<file path="config.mk">
export PLATFORM = sky130hd
export DESIGN_NAME = pixel_row_packer_unit
export DESIGN_NICKNAME = d
export VERILOG_FILES = /design/src/rtl/prp_pkg.sv /design/src/rtl/prp_front.sv /design/src/rtl/prp_queue.sv /design/src/rtl/prp_back.sv /design/src/rtl/pixel_row_packer_unit.sv
export SDC_FILE = /design/constraint.sdc
export NUM_CORES = 1
export LEC_CHECK = 0
export ABC_AREA = 1
export BUFFER_PORTS_ARGS = -buffer_cell sky130_fd_sc_hd__buf_4
export CAP_MARGIN = 20
export CORE_MARGIN = 1.5
export CORE_UTILIZATION = 59
export DETAILED_ROUTE_END_ITERATION = 12
export HOLD_SLACK_MARGIN = 0.15
export PLACE_DENSITY = 0.79
export SYNTH_ARGS = -nofsm -noshare
export SYNTH_HDL_FRONTEND = slang
export SYNTH_SLANG_ARGS = --single-unit
</file>
<file path="constraint.sdc">
create_clock -name clock -period 3.1 [get_ports clock]
set_input_delay 0.155 -clock clock [delete_from_list [all_inputs] [get_ports clock]]
set_output_delay 0.155 -clock clock [all_outputs]
set_load 0.05 [all_outputs]
</file>
<file path="src/rtl/prp_pkg.sv">
// Shared types and constants for the pixel row packer.
// Used by the front end, the entry queue, the byte emitter and the top level.
`default_nettype none

package prp_pkg;

   // Packing modes held in the mode register.
   localparam logic [1:0] MODE_BIT1  = 2'd0;
   localparam logic [1:0] MODE_NIB4  = 2'd1;
   localparam logic [1:0] MODE_BYTE8 = 2'd2;
   localparam logic [1:0] MODE_WORD16 = 2'd3;

   localparam logic [1:0] MODE_RESET = MODE_BYTE8;

   // Default number of entries in the queue between front and back.
   localparam int QUEUE_DEPTH_DEFAULT = 4;

   // One queued job: either a single byte in data[7:0], or a 16-bit sample
   // that leaves as two beats, low byte first.
   typedef struct packed {
      logic [15:0] data;
      logic        two_beats;
      logic        row_end;
   } entry_type;

endpackage

`default_nettype wire

</file>
<file path="src/rtl/prp_front.sv">
// Front end of the pixel row packer: accepts samples, packs sub-byte modes
// into the accumulator and pushes finished jobs. Depends on prp_pkg.
`default_nettype none

module prp_front (
   input  wire               clock,
   input  wire               reset,
   input  wire               csr_wr_en,
   input  wire  [1:0]        csr_wr_data,
   input  wire               req_valid,
   output logic              req_ready,
   input  wire  [15:0]       req_sample,
   input  wire               req_row_end,
   input  wire               queue_full,
   output logic              push,
   output prp_pkg::entry_type push_entry
);
   import prp_pkg::*;

   logic [1:0] mode_ff, mode_in;
   logic [7:0] acc_ff, acc_in;
   logic [2:0] fill_ff, fill_in;
   logic       accept;
   logic       emit;
   logic [7:0] acc_next;

   // A sample is taken whenever the queue has room for its job.
   assign req_ready = !queue_full;
   assign accept    = req_valid && req_ready;

   // Merge the sample into the byte and decide whether a job comes out.
   always_comb begin
      acc_next = acc_ff;
      emit     = 1'b1;
      push_entry.data      = {8'd0, req_sample[7:0]};
      push_entry.two_beats = 1'b0;
      push_entry.row_end   = req_row_end;
      case (mode_ff)
         MODE_BIT1: begin
            acc_next = acc_ff | ({7'd0, req_sample[0]} << (3'd7 - fill_ff));
            emit     = (fill_ff == 3'd7) || req_row_end;
            push_entry.data = {8'd0, acc_next};
         end
         MODE_NIB4: begin
            acc_next = acc_ff | (fill_ff[0] ? {4'd0, req_sample[3:0]}
                                            : {req_sample[3:0], 4'd0});
            emit     = fill_ff[0] || req_row_end;
            push_entry.data = {8'd0, acc_next};
         end
         MODE_BYTE8: begin
            emit = 1'b1;
         end
         default: begin
            push_entry.data      = req_sample;
            push_entry.two_beats = 1'b1;
         end
      endcase
   end

   assign push = accept && emit;

   // Next state of the mode register and the accumulator.
   always_comb begin
      mode_in = mode_ff;
      acc_in  = acc_ff;
      fill_in = fill_ff;
      if (csr_wr_en) begin
         mode_in = csr_wr_data;
         acc_in  = 8'd0;
         fill_in = 3'd0;
      end else if (accept) begin
         if (emit) begin
            acc_in  = 8'd0;
            fill_in = 3'd0;
         end else begin
            acc_in  = acc_next;
            fill_in = fill_ff + 3'd1;
         end
      end
   end

   always_ff @(posedge clock) begin
      if (reset) begin
         mode_ff <= MODE_RESET;
         acc_ff  <= 8'd0;
         fill_ff <= 3'd0;
      end else begin
         mode_ff <= mode_in;
         acc_ff  <= acc_in;
         fill_ff <= fill_in;
      end
   end

endmodule

`default_nettype wire

</file>
<file path="src/rtl/prp_queue.sv">
// Short job queue between the front end and the byte emitter.
// Depends on prp_pkg; depth must be a power of two, at least two.
`default_nettype none

module prp_queue #(
   parameter int QueueDepth = prp_pkg::QUEUE_DEPTH_DEFAULT
) (
   input  wire                clock,
   input  wire                reset,
   input  wire                push,
   input  prp_pkg::entry_type push_entry,
   output logic               full,
   input  wire                pop,
   output logic               not_empty,
   output prp_pkg::entry_type head_entry
);
   import prp_pkg::*;

   localparam int AddrW  = (QueueDepth > 1) ? $clog2(QueueDepth) : 1;
   localparam int CountW = $clog2(QueueDepth + 1);

   entry_type         slot_ff [QueueDepth];
   logic [AddrW-1:0]  wr_ptr_ff, wr_ptr_in;
   logic [AddrW-1:0]  rd_ptr_ff, rd_ptr_in;
   logic [CountW-1:0] count_ff, count_in;
   logic              do_push, do_pop;

   assign full       = (count_ff == CountW'(QueueDepth));
   assign not_empty  = (count_ff != '0);
   assign head_entry = slot_ff[rd_ptr_ff];
   assign do_push    = push && !full;
   assign do_pop     = pop && not_empty;

   // Pointers wrap on their own since the depth is a power of two.
   always_comb begin
      wr_ptr_in = do_push ? wr_ptr_ff + AddrW'(1) : wr_ptr_ff;
      rd_ptr_in = do_pop  ? rd_ptr_ff + AddrW'(1) : rd_ptr_ff;
      count_in  = count_ff;
      if (do_push && !do_pop) begin
         count_in = count_ff + CountW'(1);
      end else if (do_pop && !do_push) begin
         count_in = count_ff - CountW'(1);
      end
   end

   always_ff @(posedge clock) begin
      if (reset) begin
         wr_ptr_ff <= '0;
         rd_ptr_ff <= '0;
         count_ff  <= '0;
      end else begin
         wr_ptr_ff <= wr_ptr_in;
         rd_ptr_ff <= rd_ptr_in;
         count_ff  <= count_in;
      end
   end

   // Storage needs no reset; an entry is only read after it was written.
   always_ff @(posedge clock) begin
      if (do_push) begin
         slot_ff[wr_ptr_ff] <= push_entry;
      end
   end

endmodule

`default_nettype wire

</file>
<file path="src/rtl/prp_back.sv">
// Byte emitter of the pixel row packer: turns queued jobs into output
// beats held in an output register. Depends on prp_pkg.
`default_nettype none

module prp_back (
   input  wire                clock,
   input  wire                reset,
   input  wire                not_empty,
   input  prp_pkg::entry_type head_entry,
   output logic               pop,
   output logic               rsp_valid,
   input  wire                rsp_ready,
   output logic [7:0]         rsp_out_byte,
   output logic               rsp_row_last,
   output logic               rsp_run_last
);
   import prp_pkg::*;

   logic       valid_ff, valid_in;
   logic       high_ff, high_in;
   logic [7:0] byte_ff, byte_in;
   logic       row_last_ff, row_last_in;
   logic       run_last_ff, run_last_in;
   logic       load;

   // The output register takes a new beat when empty or being drained.
   assign load = not_empty && (!valid_ff || rsp_ready);

   // Pick the next beat from the head job; a two-beat job stays queued
   // until its high byte has been loaded into the output register.
   always_comb begin
      valid_in    = valid_ff && !rsp_ready;
      high_in     = high_ff;
      byte_in     = byte_ff;
      row_last_in = row_last_ff;
      run_last_in = run_last_ff;
      pop         = 1'b0;
      if (load) begin
         valid_in = 1'b1;
         if (high_ff) begin
            byte_in     = head_entry.data[15:8];
            row_last_in = head_entry.row_end;
            run_last_in = 1'b1;
            high_in     = 1'b0;
            pop         = 1'b1;
         end else begin
            byte_in     = head_entry.data[7:0];
            row_last_in = head_entry.row_end && !head_entry.two_beats;
            run_last_in = !head_entry.two_beats;
            high_in     = head_entry.two_beats;
            pop         = !head_entry.two_beats;
         end
      end
   end

   always_ff @(posedge clock) begin
      if (reset) begin
         valid_ff <= 1'b0;
         high_ff  <= 1'b0;
      end else begin
         valid_ff <= valid_in;
         high_ff  <= high_in;
      end
   end

   always_ff @(posedge clock) begin
      byte_ff     <= byte_in;
      row_last_ff <= row_last_in;
      run_last_ff <= run_last_in;
   end

   assign rsp_valid    = valid_ff;
   assign rsp_out_byte = byte_ff;
   assign rsp_row_last = row_last_ff;
   assign rsp_run_last = run_last_ff;

endmodule

`default_nettype wire

</file>
<file path="src/rtl/pixel_row_packer_unit.sv">
// Top level of the pixel row packer: front end, job queue and byte emitter.
// Depends on prp_pkg, prp_front, prp_queue and prp_back.
//
// Usage:
//   Samples enter on the req_ channel (valid/ready), one beat per sample,
//   with req_row_end marking the last sample of a raster row. Packed bytes
//   leave on the rsp_ channel, one beat per byte, with rsp_row_last on the
//   final byte of a row and rsp_run_last on the last byte a sample caused.
//   csr_wr_en/csr_wr_data write the packing mode (1-bit, 4-bit, 8-bit or
//   16-bit split); a write drops any partly filled byte. Write it only while
//   the block is idle.
//   A byte passes from the accepted sample completing it through the job
//   queue and then the output register before it is valid on rsp_.
//   Throughput: one sample per cycle in the sub-byte and 8-bit modes while
//   the queue has room; in 16-bit mode the output port carries one byte
//   per cycle while rsp_ready is high, so each sample leaves as two beats.
//   When the receiver stalls, the output register holds its beat and the
//   job queue (QueueDepth entries) absorbs further jobs; req_ready falls
//   only once the queue is full.
//   Reset (synchronous, active high) empties the queue and output register,
//   clears the accumulator and sets the mode to 8-bit pass-through.
`default_nettype none

module pixel_row_packer_unit #(
   parameter int QueueDepth = prp_pkg::QUEUE_DEPTH_DEFAULT
) (
   input  wire         clock,
   input  wire         reset,
   input  wire         csr_wr_en,
   input  wire  [1:0]  csr_wr_data,
   input  wire         req_valid,
   output logic        req_ready,
   input  wire  [15:0] req_sample,
   input  wire         req_row_end,
   output logic        rsp_valid,
   input  wire         rsp_ready,
   output logic [7:0]  rsp_out_byte,
   output logic        rsp_row_last,
   output logic        rsp_run_last
);
   import prp_pkg::*;

   logic      push;
   logic      queue_full;
   logic      pop;
   logic      not_empty;
   entry_type push_entry;
   entry_type head_entry;

   // Front end: sample intake and sub-byte packing.
   prp_front u_front (
      .clock       (clock),
      .reset       (reset),
      .csr_wr_en   (csr_wr_en),
      .csr_wr_data (csr_wr_data),
      .req_valid   (req_valid),
      .req_ready   (req_ready),
      .req_sample  (req_sample),
      .req_row_end (req_row_end),
      .queue_full  (queue_full),
      .push        (push),
      .push_entry  (push_entry)
   );

   // Job queue decoupling intake from output.
   prp_queue #(
      .QueueDepth (QueueDepth)
   ) u_queue (
      .clock      (clock),
      .reset      (reset),
      .push       (push),
      .push_entry (push_entry),
      .full       (queue_full),
      .pop        (pop),
      .not_empty  (not_empty),
      .head_entry (head_entry)
   );

   // Byte emitter with its output register.
   prp_back u_back (
      .clock        (clock),
      .reset        (reset),
      .not_empty    (not_empty),
      .head_entry   (head_entry),
      .pop          (pop),
      .rsp_valid    (rsp_valid),
      .rsp_ready    (rsp_ready),
      .rsp_out_byte (rsp_out_byte),
      .rsp_row_last (rsp_row_last),
      .rsp_run_last (rsp_run_last)
   );

endmodule

`default_nettype wire
</file>
==> key figures <==
Status
  – Status: complete, no violations

Worst setup path
  – R2R Path Start: u_front.fill_ff[0]$_SDFFE_PP0N_
  – R2r setup slk: 630 ps
  – Worst EP arrival: 2770 ps
  – FF-to-FF End: u_queue.count_ff[2]$_SDFFE_PP0P_
  – Critical path launch point: u_front.fill_ff[0]$_SDFFE_PP0N_
  – Worst-path fanout max: 9
  – R2R cell count: 14
  – Setup crit end: u_queue.count_ff[2]$_SDFFE_PP0P_
  – Worst Setup Path Type: flip-flop to flip-flop
  – Setup crit start kind: flip-flop
  – Crit path capture type: flip-flop
  – Worst Path Required: 3390 ps

Power
  – Pwr dens: 793 nW/µm²
  – NetSw: 1.56 mW
  – Clock share of power: 20.6%
  – Sw Share: 37.6%
  – Sequential power share: 45.9%
  – Int Pwr: 2.59 mW
  – Peak VDD IR: 461 µV
  – Part of the power in combinational logic: 33.6%
  – Leak: 2.10 nW

Timing
  – Setup repair after global routing missed its margin: false
  – Endpoints failing setup: 0
  – Setup ws final: 628 ps
  – Max transition margin: 41.5%
  – Max-slew violations: 0
  – Fmax: 404 MHz
  – Final Cycle Share: 79.8%
  – Actual slew at the worst max-slew pin: 875 ps
  – Clk_skew: 14.1 ps
  – Final Hold Viols: 0
  – Final TNS setup: 0 ps
  – Tmin final: 2470 ps

Place
  – RePlAce Congestion: 0.881
  – Post-Place Setup Slack: 676 ps
  – Placed Area: 4960 µm²
  – PortBufs: 35
  – Detail Placement HPWL: 6350 µm

GRT
  – Largest net degree at the start of global routing: 31
  – Vias in the first global route: 3314
  – Initial antenna violation count: 0
  – Overflow after GRT: 0
  – Global-route total usage across every layer: 25.3%
  – Global-route wire length before repair: 16000 µm

Floorplanning
  – Ports: 36
  – Die ar.: 8310 µm²
  – Area of the core: 7370 µm²
  – Die X: 91.2 µm
  – Chip Height: 91.2 µm
  – Row cnt: 31
  – Initial core utilization: 62.3%

Clocking
  – Worst-skew pair later-pin latency: 360 ps
  – Deepest clock path buffer count: 2
  – Clock-pin slew on the worst setup and hold paths: 100 ps
  – CTS resizes: 0
  – Post-CTS Setup Inserts: 0
  – CTS Sinks: 106
  – CTS Hold Bufs: 8
  – CTS tree: built
  – Total CTS buffers: 9
  – # H-tree levels: 3
  – Clock root buffer master: clkbuf_8

Synth
  – Syn_nets: 489
  – Post-synthesis cell type count: 22
  – Synthesized area: 4590 µm²
  – Synth Register Bits: 106
  – Avg Cell Area, Syn: 10.0 µm²
  – Seq/Total Area, Yosys: 64.1%
  – Yosys Warn Count: 0
  – Cells after synthesis: 457

Layout
  – Final #Nets: 536
  – Final Cell Area: 5240 µm²
  – Most frequent cells in the layout: nand2_1, edfxtp_1, nor2_1, inv_1
  – Fill cells: 564
  – Commonest non-fill, non-tap cell in the layout: nand2_1
  – Final Util: 71.1%
  – Ant. Diodes: 0
  – P&R area growth vs syn: 14.2%
  – Ratio of cells with drive above 1 in the final layout: 13.4%

Route
  – Total Routed Length: 9720 µm
  – Met3 wire len: 420 µm
  – Met2 routed WL: 4940 µm
  – WL met1: 4190 µm
  – TritonRoute pass-1 iters: 5
  – WL/cell: 16.0 µm
  – Residual DRC: 0
  – Routed vias: 3379
  – Antenna viol nets, final: 0
  – Vias per cell: 5.56
  – Drt first-iter violations: 268
  – Highest metal used: met4

Hold path
  – Hold Crit Class: primary input to flip-flop

Job
  – Max-cap viol count: 0
[worst min path at each step]
| stage | from | to | slack [ps] | depth (start not counted) |
|---|---|---|---|---|
| floorplan | reset | u_front.mode_ff[0]$_SDFFE_PP0P_ | 230 | 1 |
| global placement | reset | u_front.mode_ff[0]$_SDFFE_PP0P_ | 340 | 2 |
| detailed placement | reset | u_front.mode_ff[0]$_SDFFE_PP0P_ | 350 | 2 |
| CTS | req_sample[10] | u_queue.slot_ff[3][12]$_DFFE_PP_ | 150 | 3 |
| global route | req_sample[10] | u_queue.slot_ff[2][12]$_DFFE_PP_ | 150 | 3 |
| finish | req_sample[10] | u_queue.slot_ff[1][12]$_DFFE_PP_ | 160 | 3 |
[worst max-delay path, stage by stage (launching register included)]
cell	delay (ps)
dfxtp_1	520
ha_1	210
ha_1	150
nand2_1	50
nand3_1	90
nand3_1	230
inv_1	120
ha_1	140
inv_1	60
fa_1	380
nor2_1	110
nor2_1	50
nand2_1	80
o21ai_0	80
a21oi_1	140
[kinds of logic after synthesis]
family	after synthesis	share of synthesized area (%)
buf+inv	67	6.00
fa+ha+maj	8	2.35
simple gates	181	16.3
compound gates	95	11.3
flops	106	64.1
[sequential cells by signal, summed over array words and instances, names as in the netlist, named ones only]
signal,flops
u_front.mode_ff,2
u_queue.rd_ptr_ff,2
u_back.rsp_run_last,1
u_front.fill_ff,3
u_back.rsp_row_last,1
u_queue.wr_ptr_ff,2
u_queue.slot_ff,72
u_back.rsp_valid,1
u_back.high_ff,1
u_front.acc_ff,8
u_queue.count_ff,3
u_back.rsp_out_byte,8
[power by group through the flow]
stage                     Combinational, mW  Sequential [mW]  Clock [mW]
final                                  1.39             1.90       0.855
after global routing                   1.53             1.92       0.921
after CTS                              1.39             1.90       0.867
after detailed placement               1.38             1.93           0
after global placement                 1.33             1.93           0
after floorplan                       0.742             2.15           0
[synth_stat cells]
cell type / instances / area [µm²]
nor2_4: 1 / 11.3
nand2_1: 85 / 319
a21oi_1: 26 / 130
inv_1: 46 / 173
clkbuf_1: 4 / 15.0
nand4_1: 1 / 6.26
fa_1: 1 / 20.0
nand3_1: 28 / 140
dfxtp_1: 24 / 480
ha_1: 7 / 87.6
edfxtp_1: 82 / 2460
o21ai_0: 44 / 220
inv_2: 3 / 11.3
clkinv_1: 2 / 7.51
o211ai_1: 8 / 60.1
nand3_2: 3 / 30.0
buf_2: 10 / 50.1
nand2_2: 1 / 6.26
o22ai_1: 17 / 106
buf_6: 1 / 11.3
buf_4: 1 / 7.51
nor2_1: 62 / 233
[area by class of cell]
class	instances	area, µm²	area share (%)
Sequential cell	106	2940	56.2
Inverter	51	191	3.66
Tap cell	99	124	2.37
Multi-Input combinational cell	284	1370	26.2
Clock inverter	7	75.1	1.43
Timing Repair Buffer	52	410	7.84
Clock buffer	9	124	2.37
[metal layers]
layer  track usage (%)  vias to the layer above
li1                  -                     1647
met1              33.0                     1623
met2              42.8                       91
met3              4.77                       18
met4              8.07                        0
met5                 0                        -
[metrics by stage]
| step | power (mW) | hold slack (ps) | std cells |
|---|---|---|---|
| 6_report | 4.15 | 163 | 608 |
| 5_1_grt | 4.38 | 154 | 608 |
| 4_1_cts | 4.16 | 150 | 608 |
| 3_5_place_dp | 3.31 | 350 | 584 |
| 3_3_place_gp | 3.26 | 344 | 584 |
| 2_1_floorplan | 2.89 | 227 | 457 |
Power figures use the tool's default switching activity.
